## src/sv/rtr_pkg.sv

```systemverilog
// rtr_pkg: types and fixed constants of the reliable transfer receiver.
// No dependencies; imported by the core and by its checker.
`default_nettype none
package rtr_pkg;

    localparam int unsigned HDR_BYTES = 16;
    localparam int unsigned IDX_W     = 11;
    localparam logic [IDX_W-1:0] IDX_MAX = '1;

    localparam logic KIND_PAYLOAD = 1'b0;
    localparam logic KIND_VERDICT = 1'b1;

    localparam logic [1:0] VERD_ACCEPT    = 2'd0;
    localparam logic [1:0] VERD_REACK     = 2'd1;
    localparam logic [1:0] VERD_BAD       = 2'd2;
    localparam logic [1:0] VERD_MALFORMED = 2'd3;

    localparam logic [1:0] FLD_SEQ   = 2'd0;
    localparam logic [1:0] FLD_TYPE  = 2'd1;
    localparam logic [1:0] FLD_SIZE  = 2'd2;
    localparam logic [1:0] FLD_CHECK = 2'd3;

    typedef struct packed {
        logic        kind;
        logic [7:0]  payload_byte;
        logic [1:0]  verdict;
        logic        ack_valid;
        logic [31:0] ack_seq;
        logic [31:0] ack_checksum;
        logic        last_of_run;
    } result_t;

endpackage
`default_nettype wire

```

## src/sv/reliable_transfer_receiver_core.sv

```systemverilog
// reliable_transfer_receiver_core: go-back-N receiver fed one datagram byte per word.
// Depends on rtr_pkg (result type, verdict codes, header constants).
// Result words are registered in a four-entry output queue. Throughput: one byte
// per cycle while in_ready is high; a byte with the end mark inside the payload
// yields two words, which the queue drains one per cycle while out_ready is high.
// in_ready is high while the queue holds at most two words.
// Reset: asynchronous, clears the expected sequence, datagram state and queue.
`default_nettype none
module reliable_transfer_receiver_core #(
    parameter int unsigned MAX_PAYLOAD = 1024
) (
    input  wire         clk,
    input  wire         rst_n,
    input  wire         in_valid,
    output logic        in_ready,
    input  wire  [7:0]  rx_byte,
    input  wire         end_of_datagram,
    output logic        out_valid,
    input  wire         out_ready,
    output logic        kind,
    output logic [7:0]  payload_byte,
    output logic [1:0]  verdict,
    output logic        ack_valid,
    output logic [31:0] ack_seq,
    output logic [31:0] ack_checksum,
    output logic        last_of_run
);
    import rtr_pkg::*;

    localparam logic [IDX_W-1:0] HDR_END  = IDX_W'(HDR_BYTES);
    localparam logic [IDX_W-1:0] PAY_END  = IDX_W'(HDR_BYTES + MAX_PAYLOAD);
    localparam logic [31:0]      MAX_SIZE = 32'(MAX_PAYLOAD);

    // Receiver state: one datagram being parsed plus the expected sequence.
    logic [31:0]      exp_seq_reg, exp_seq_next;
    logic [IDX_W-1:0] idx_reg, idx_next;
    logic [31:0]      seq_reg, seq_next;
    logic [31:0]      type_reg, type_next;
    logic [31:0]      size_reg, size_next;
    logic [31:0]      check_reg, check_next;
    // Sum of header sequence, type and size bytes plus counted payload bytes;
    // each header byte lands at its own bit position, so adding it equals
    // adding the assembled word.
    logic [31:0]      sum_reg, sum_next;

    // Output queue of result words.
    result_t          q_mem [4];
    logic [1:0]       wr_ptr_reg, rd_ptr_reg;
    logic [2:0]       count_reg, count_next;

    logic             in_fire, out_fire;
    logic [31:0]      shifted;
    logic             in_hdr, in_sum_hdr, take_payload;
    logic [IDX_W-1:0] idx_inc;
    logic [31:0]      addend;
    logic             malformed, good;
    logic [31:0]      exp_plus1;
    result_t          pay_res, ver_res, first_res;
    logic [1:0]       n_push;

    assign in_fire  = in_valid && in_ready;
    assign out_fire = out_valid && out_ready;
    assign in_ready = (count_reg <= 3'd2);

    // Parse: place header bytes, decide whether a payload byte counts.
    always_comb
    begin
        shifted      = {24'b0, rx_byte} << {idx_reg[1:0], 3'b000};
        in_hdr       = (idx_reg < HDR_END);
        in_sum_hdr   = in_hdr && (idx_reg[3:2] != FLD_CHECK);
        take_payload = !in_hdr && (idx_reg < PAY_END)
                       && ({21'b0, idx_reg - HDR_END} < size_reg);
        idx_inc      = (idx_reg == IDX_MAX) ? idx_reg : idx_reg + 1'b1;

        seq_next   = seq_reg;
        type_next  = type_reg;
        size_next  = size_reg;
        check_next = check_reg;
        if (in_hdr)
        begin
            unique case (idx_reg[3:2])
                FLD_SEQ:   seq_next   = seq_reg | shifted;
                FLD_TYPE:  type_next  = type_reg | shifted;
                FLD_SIZE:  size_next  = size_reg | shifted;
                FLD_CHECK: check_next = check_reg | shifted;
                default:   check_next = check_reg;
            endcase
        end

        if (in_sum_hdr)
            addend = shifted;
        else if (take_payload)
            addend = {24'b0, rx_byte};
        else
            addend = 32'b0;
        sum_next = sum_reg + addend;
    end

    // Verdict from the state as it stands after this byte.
    always_comb
    begin
        malformed = (size_next > MAX_SIZE)
                    || ({21'b0, idx_inc} < (32'(HDR_BYTES) + size_next));
        good      = (sum_next == check_next) && (type_next == 32'b0);
        exp_plus1 = exp_seq_reg + 32'd1;

        ver_res              = '0;
        ver_res.kind         = KIND_VERDICT;
        ver_res.last_of_run  = 1'b1;
        exp_seq_next         = exp_seq_reg;
        priority if (malformed)
        begin
            ver_res.verdict = VERD_MALFORMED;
        end
        else if (!good)
        begin
            ver_res.verdict = VERD_BAD;
        end
        else if (seq_next == exp_seq_reg)
        begin
            ver_res.verdict      = VERD_ACCEPT;
            ver_res.ack_valid    = 1'b1;
            ver_res.ack_seq      = exp_seq_reg;
            ver_res.ack_checksum = exp_plus1;
            exp_seq_next         = exp_plus1;
        end
        else
        begin
            // Re-ack the last accepted sequence; zero before any was accepted.
            ver_res.verdict   = VERD_REACK;
            ver_res.ack_valid = 1'b1;
            if (exp_seq_reg == 32'b0)
            begin
                ver_res.ack_seq      = 32'b0;
                ver_res.ack_checksum = 32'd1;
            end
            else
            begin
                ver_res.ack_seq      = exp_seq_reg - 32'd1;
                ver_res.ack_checksum = exp_seq_reg;
            end
        end

        pay_res              = '0;
        pay_res.kind         = KIND_PAYLOAD;
        pay_res.payload_byte = rx_byte;
        pay_res.last_of_run  = !end_of_datagram;

        first_res = take_payload ? pay_res : ver_res;
        n_push    = {1'b0, take_payload} + {1'b0, end_of_datagram};
        if (!in_fire)
            n_push = 2'd0;

        count_next = count_reg + {1'b0, n_push} - {2'b0, out_fire};
    end

    // Hold state between words; drop datagram state at each end mark.
    always_ff @(posedge clk or negedge rst_n)
    begin
        if (!rst_n)
        begin
            exp_seq_reg <= 32'b0;
            idx_reg     <= '0;
            seq_reg     <= 32'b0;
            type_reg    <= 32'b0;
            size_reg    <= 32'b0;
            check_reg   <= 32'b0;
            sum_reg     <= 32'b0;
        end
        else if (in_fire)
        begin
            if (end_of_datagram)
            begin
                exp_seq_reg <= exp_seq_next;
                idx_reg     <= '0;
                seq_reg     <= 32'b0;
                type_reg    <= 32'b0;
                size_reg    <= 32'b0;
                check_reg   <= 32'b0;
                sum_reg     <= 32'b0;
            end
            else
            begin
                idx_reg   <= idx_inc;
                seq_reg   <= seq_next;
                type_reg  <= type_next;
                size_reg  <= size_next;
                check_reg <= check_next;
                sum_reg   <= sum_next;
            end
        end
    end

    // Queue pointers and fill count.
    always_ff @(posedge clk or negedge rst_n)
    begin
        if (!rst_n)
        begin
            wr_ptr_reg <= 2'd0;
            rd_ptr_reg <= 2'd0;
            count_reg  <= 3'd0;
        end
        else
        begin
            wr_ptr_reg <= wr_ptr_reg + n_push;
            if (out_fire)
                rd_ptr_reg <= rd_ptr_reg + 2'd1;
            count_reg <= count_next;
        end
    end

    // Queue storage: first word at the write pointer, a following verdict after it.
    always_ff @(posedge clk)
    begin
        if (n_push != 2'd0)
            q_mem[wr_ptr_reg] <= first_res;
        if (n_push == 2'd2)
            q_mem[wr_ptr_reg + 2'd1] <= ver_res;
    end

    assign out_valid    = (count_reg != 3'd0);
    assign kind         = q_mem[rd_ptr_reg].kind;
    assign payload_byte = q_mem[rd_ptr_reg].payload_byte;
    assign verdict      = q_mem[rd_ptr_reg].verdict;
    assign ack_valid    = q_mem[rd_ptr_reg].ack_valid;
    assign ack_seq      = q_mem[rd_ptr_reg].ack_seq;
    assign ack_checksum = q_mem[rd_ptr_reg].ack_checksum;
    assign last_of_run  = q_mem[rd_ptr_reg].last_of_run;

endmodule
`default_nettype wire

```

## config.mk

```make
export PLATFORM = sky130hd
export DESIGN_NAME = reliable_transfer_receiver_core
export DESIGN_NICKNAME = d
export VERILOG_FILES = /design/src/sv/rtr_pkg.sv /design/src/sv/reliable_transfer_receiver_core.sv
export SDC_FILE = /design/constraint.sdc
export NUM_CORES = 1
export LEC_CHECK = 0
export BUFFER_PORTS_ARGS = -buffer_cell sky130_fd_sc_hd__buf_2
export CORE_ASPECT_RATIO = 2
export CORE_UTILIZATION = 39
export CTS_BUF_LIST = sky130_fd_sc_hd__clkbuf_16
export DETAILED_ROUTE_END_ITERATION = 16
export SLEW_MARGIN = 20
export SYNTH_ARGS = -nofsm -noshare
export SYNTH_HDL_FRONTEND = slang
export SYNTH_SLANG_ARGS = --single-unit
```

## constraint.sdc

```tcl
create_clock -name clk -period 7.3 [get_ports clk]
set_input_delay 0.365 -clock clk [delete_from_list [all_inputs] [get_ports clk]]
set_output_delay 0.365 -clock clk [all_outputs]
set_load 0.03 [all_outputs]
```

# == Word level (Yosys, flattened, before mapping) ==
# Memory sizes are Yosys's and may differ from the RTL's.
# Cells that the tools add are included.
# classes
n_addsub,12
magnitude_cmp,6
eq_ne,8
shifts,1
muxes,29
bitwise_logic,5
reduce_logical,15
# op_table
operator,count
32-bit two-way mux,14
65-bit two-way mux,2
32-bit OR,4
77-bit two-way mux,1
66-bit two-way mux,1
32-bit equality test,2
32-bit zero test,2
11-bit by 32-bit < comparator with 1-bit output,2
64-bit two-way mux,1
32-bit by 1-bit adder with 32-bit output (second input constant),1
32-bit adder,1
5-bit by 32-bit adder with 32-bit output (first input constant),1
32-bit by 11-bit > comparator with 1-bit output (second input constant),1
8-bit by 5-bit left shift with 32-bit output,1
32-bit by 1-bit subtractor with 32-bit output (second input constant),1
11-bit two-way mux,2
11-bit by 1-bit adder with 11-bit output (second input constant),1
11-bit equality test (second input constant),1
11-bit < comparator (second input constant),1
11-bit by 5-bit < comparator with 1-bit output (second input constant),1
11-bit by 5-bit subtractor with 11-bit output (second input constant),1
8-bit two-way mux,1
2-bit equality test (second input constant),3
1-bit logical AND,6
other kinds (17),24
# totals
regBits,210
mem_bits_rw,308
inputBits,13
out_inout_bits,79
n_memories,1
# memory_table
name,words,word_bits,rd,rd_clocked_by_memory_dff,wr,line_no,source
q_mem,4,77,1,0,2,reliable_transfer_receiver_core.sv:47,result_t q_mem [4];

# == Longest topological paths before layout ==
# depth
depth_word,12
ltp_mapped,29

# == Worst setup path before layout ==
# OpenSTA, ideal clock, no wires.
# synth_path
kind,register to register
from,register idx_reg[5]
to,memory q_mem[0][42] (netlist name) (data pin)
setup_time_ns,0.176
arrival_ns,6.377
slack_ns,0.747
path_stages_with_launch,29
n_path_buf,6
synth_period_minus_slack_ns,6.553
path_cell_list,dfrtp_1 -> nor2_1 -> clkbuf_1 -> clkbuf_1 -> nand3b_1 -> xnor2_1 -> ha_1 -> a21oi_1 -> o21ai_0 -> o221ai_1 -> o21ai_0 -> clkbuf_1 -> o31ai_1 -> and2_1 -> ha_1 -> fa_1 -> a211oi_1 -> o31a_1 -> a211oi_1 -> or3b_1 -> xor2_1 -> xor2_1 -> nand2_1 -> a2111oi_2 -> nand3_1 -> clkbuf_1 -> buf_2 -> clkbuf_1 -> nor4_1
# synth_lines
element,line_no,source
start: declaration,reliable_transfer_receiver_core.sv:36,"logic [IDX_W-1:0] idx_reg, idx_next;"
start signal: assignment,reliable_transfer_receiver_core.sv:184,idx_reg <= idx_inc;
end: declaration,reliable_transfer_receiver_core.sv:47,

# == Worst setup path in the final report ==
# layout_path
from,register idx_reg[4]
to,register exp_seq_reg[5]
# layout_between
elab_chain_len,10
elab_cells_between_ends,28
cone_classes,add/sub: 4; order compare: 5; eq/ne: 3; mux: 7; bitwise: 1; reduce/logical: 8
# layout_rtl
element,line_no,source
branches (longest 9 deep; another with 11-bit by 32-bit < comparator with 1-bit output),-,
5-bit AND reduction (no line) *,-,
end signal: assignment,reliable_transfer_receiver_core.sv:174,exp_seq_reg <= exp_seq_next;
end: declaration,reliable_transfer_receiver_core.sv:35,"logic [31:0] exp_seq_reg, exp_seq_next;"
# Every way passes the cells marked *.
# A chain may end at the register's enable or synchronous reset.

==> results.py <==
metrics = {
    "outcome": {
        "status": "finished, final reports clean",
    },
    "final_layout": {
        "stdcell_area_um2": 30800,
        "nNetsFinal": 2699,
        "largest_reg_flops": 308,
        "diodes": 0,
        "final_util_pct": 43.5,
        "regMostFlops": "q_mem",
        "drive_above_1_share_pct": 14.3,
        "fillers": 6702,
        "area_delta_synth_final_pct": 10.6,
    },
    "sta": {
        "final_max_slew_viol_count": 0,
        "layout_setup_ws_ns": 0.458,
        "fmax_mhz": 146,
        "finalCriticalPeriod_ns": 6.84,
        "slew_headroom_pct": 26.5,
        "skew_ns": 0.0197,
        "finalHoldViolCount": 0,
        "fin_crit_sh_pct": 93.7,
        "setup_viol": 0,
        "worstMarginPinSlew_ns": 1.10,
        "rsz0062_at_grt": "no",
        "fin_setup_tns_ns": 0,
    },
    "job": {
        "maxCapViolCount": 0,
    },
    "cts": {
        "cts_buffers": 46,
        "htreeDepth": 2,
        "clock-sinks": 518,
        "clk_path_buf_depth": 3,
        "clk_latency_ns": 0.59,
        "cts_tree": "built",
        "cts_root_buf": "clkbuf_16",
        "path_clk_slew_ns": 0.07,
    },
    "yosys": {
        "postSynthNetCount": 2723,
        "synthCells": 2643,
        "synth_compound_area_share_pct": 11.8,
        "synth_area_um2": 27900,
        "synth.mux.area_fraction_pct": 6.45,
        "synthXorXnorAreaFrac_pct": 6.03,
        "synth_commonest_cells": "nor2_1, edfxtp_1, a21oi_1",
        "yosysTopAreaCell": "edfxtp_1",
        "synth-seq-area-share_pct": 50.6,
        "ys_warn_count": 0,
        "netlist.area_leader.share_pct": 28.9,
        "synth-edff-count": 268,
        "avgSynthCellArea_um2": 10.5,
        "synth_cell_types": 83,
        "async_flop_share_pct": 40.5,
        "synthAdderAreaFrac_pct": 3.06,
        "synth-simple-area-share_pct": 18.1,
        "yosysMostFrequentCell": "nor2_1",
        "yosys_register_bits": 518,
        "synth_top_family_by_area": "simple AND/OR/NAND/NOR gates",
        "synth_ff_type": "edfxtp_1",
        "synth_area_leaders": "edfxtp_1, dfrtp_1, mux4_2",
    },
    "place": {
        "post-place-ws_ns": 0.179,
        "portBuffers": 91,
        "gp_congestion": 0.968,
        "hpwl_mm": 62.3,
        "dpl-instance-area_um2": 29200,
    },
    "power": {
        "seqPwrFrac_pct": 36.4,
        "power.total_mw": 10.0,
        "power_frac_clock_pct": 25.9,
        "switching_share_pct": 38.3,
        "p_int_mw": 6.17,
        "pwr-share-comb_pct": 37.7,
        "leakage_nw": 12.3,
        "power_switching_mw": 3.83,
        "powerDensity_nw_per_um2": 324,
        "peakVddDrop_mv": 0.349,
    },
    "global_route": {
        "busiest_layer": "met2",
        "grt_pass1_vias": 21800,
        "globalRouteMet1Util_pct": 25.4,
        "met3_usage_pct": 2.79,
        "grt_usage_pct": 24.5,
        "grtUsageMet2_pct": 45.5,
        "grt-ovfl-total": 0,
        "grt_max_degree": 74,
        "grt_pass1_wl_mm": 135,
        "antenna_found_initial": 3,
    },
    "setup_path": {
        "arrival_ns": 7.34,
        "startpoint_type": "flop",
        "regToRegSetupSlack_ns": 0.46,
        "crit_fanout": 56,
        "endpoint_kind": "flop",
        "required_ns": 7.80,
        "critPathKind": "reg -> reg",
    },
    "floorplan": {
        "rows": 138,
        "dieHeight_um": 380,
        "io-pin-count": 92,
        "core_area_um2": 70800,
        "die_width_um": 191,
        "die_area_um2": 72600,
        "initial_core_util_pct": 39.4,
    },
    "routing": {
        "drt-total-wl_mm": 88.7,
        "first_pass_iters": 7,
        "dr_total_vias": 21300,
        "drtIter0Drc": 1590,
        "drc_errors": 0,
        "vias_per_cell": 5.98,
        "ant_nets": 0,
        "wire_per_inst_um": 24.9,
    },
    "hold_path": {
        "hold_class": "in -> reg",
    },
}
==> layer usage <==
metal | wire (um) | part of all wire, %
met5 | 27 | 0.030
met4 | 6430 | 7.2
met3 | 4070 | 4.6
met2 | 47800 | 54
met1 | 30400 | 34
==> cells in the final DEF, fill, tap and decap left out, types with 42 or more instances in the layout <==
cell type  instances
nor2_1           366
edfxtp_1         268
a21oi_1          213
dfrtp_1          208
nand2_1          129
nor3_1           127
xor2_1           119
buf_2             90
o21ai_0           79
mux4_2            77
buf_4             69
xnor2_1           65
ha_1              65
clkbuf_16         48
a22o_1            47
inv_1             45
and3_1            44
or3_1             42
==> kinds of logic after synthesis <==
group | Yosys count
and+or+nand+nor | 993
DFF | 518
AOI/OAI and AO/OA | 511
buffers and inverters | 284
xor gates and xnor gates | 187
muxes | 83
adders and majority gates | 67
==> worst max-delay path, cell delays in order (launching register included) <==
cell       delay [ns]
dfrtp_1          0.42
inv_1            0.18
ha_1             0.25
nand2_1          0.09
xnor2_1          0.14
ha_1             0.21
a21oi_1          0.15
o21ai_0          0.13
a2111oi_1        0.48
o21ai_0          0.25
o31ai_2          0.20
and2_1           0.21
ha_1             0.18
fa_1             0.23
a211oi_1         0.10
o31a_2           0.44
a211oi_4         0.35
o221ai_2         0.26
nand4_1          0.17
a31o_1           0.19
or3b_1           0.37
a2111oi_2        0.45
nand4_1          0.16
buf_4            0.20
buf_12           0.16
buf_12           0.20
nor4_1           0.37
xor2_1           0.18
==> metrics by stage <==
| stage | std cells | hold WS, ns |
|---|---|---|
| 5_1_grt | 3564 | 0.150 |
| 3_5_place_dp | 3479 | 0.400 |
| 2_1_floorplan | 2643 | 0.0694 |
| 4_1_cts | 3563 | 0.113 |
| 6_report | 3564 | 0.132 |
| 3_3_place_gp | 3479 | 0.390 |
==> final cells by class <==
class	instances	area [um2]	share of cell area (%)
clock buffers	48	1200	3.90
clock inverters	35	348	1.13
inverters	44	165	0.536
multi-input cells	1841	12700	41.3
flip-flops and latches	518	14100	45.8
well taps	910	1140	3.69
repair buffers	168	1130	3.68
==> final timing paths <==
path	end	depth (start not counted)	startpoint
hold / removal	rd_ptr_reg[0]	3	out_ready
setup / recovery	exp_seq_reg[5]	27	idx_reg[4]
max in group asynchronous	rd_ptr_reg[0]	3	rst_n
hold reg to reg	q_mem[1][76]	2	q_mem[1][76]
min in group asynchronous	size_reg[5]	2	rst_n
setup reg to reg	exp_seq_reg[5]	27	idx_reg[4]
==> what timing repair did <==
item | 4_1_cts | 5_1_grt
resized for setup | 0 | 9
hold buffers | 1 | 0
setup buffers | 0 | 1
endpoints found under the hold margin | 71 | 0
endpoints found under the setup margin | 0 | 202
==> power by group through the flow <==
stage / sequential [mW] / combinational, mW / clock [mW]
2_1_floorplan: 3.55 / 2.76 / 0
3_3_place_gp: 3.68 / 3.73 / 0
3_5_place_dp: 3.70 / 3.76 / 0
4_1_cts: 3.64 / 3.77 / 2.62
5_1_grt: 3.68 / 4.06 / 2.70
6_report: 3.64 / 3.77 / 2.59
(Power assumes the default switching activity.)
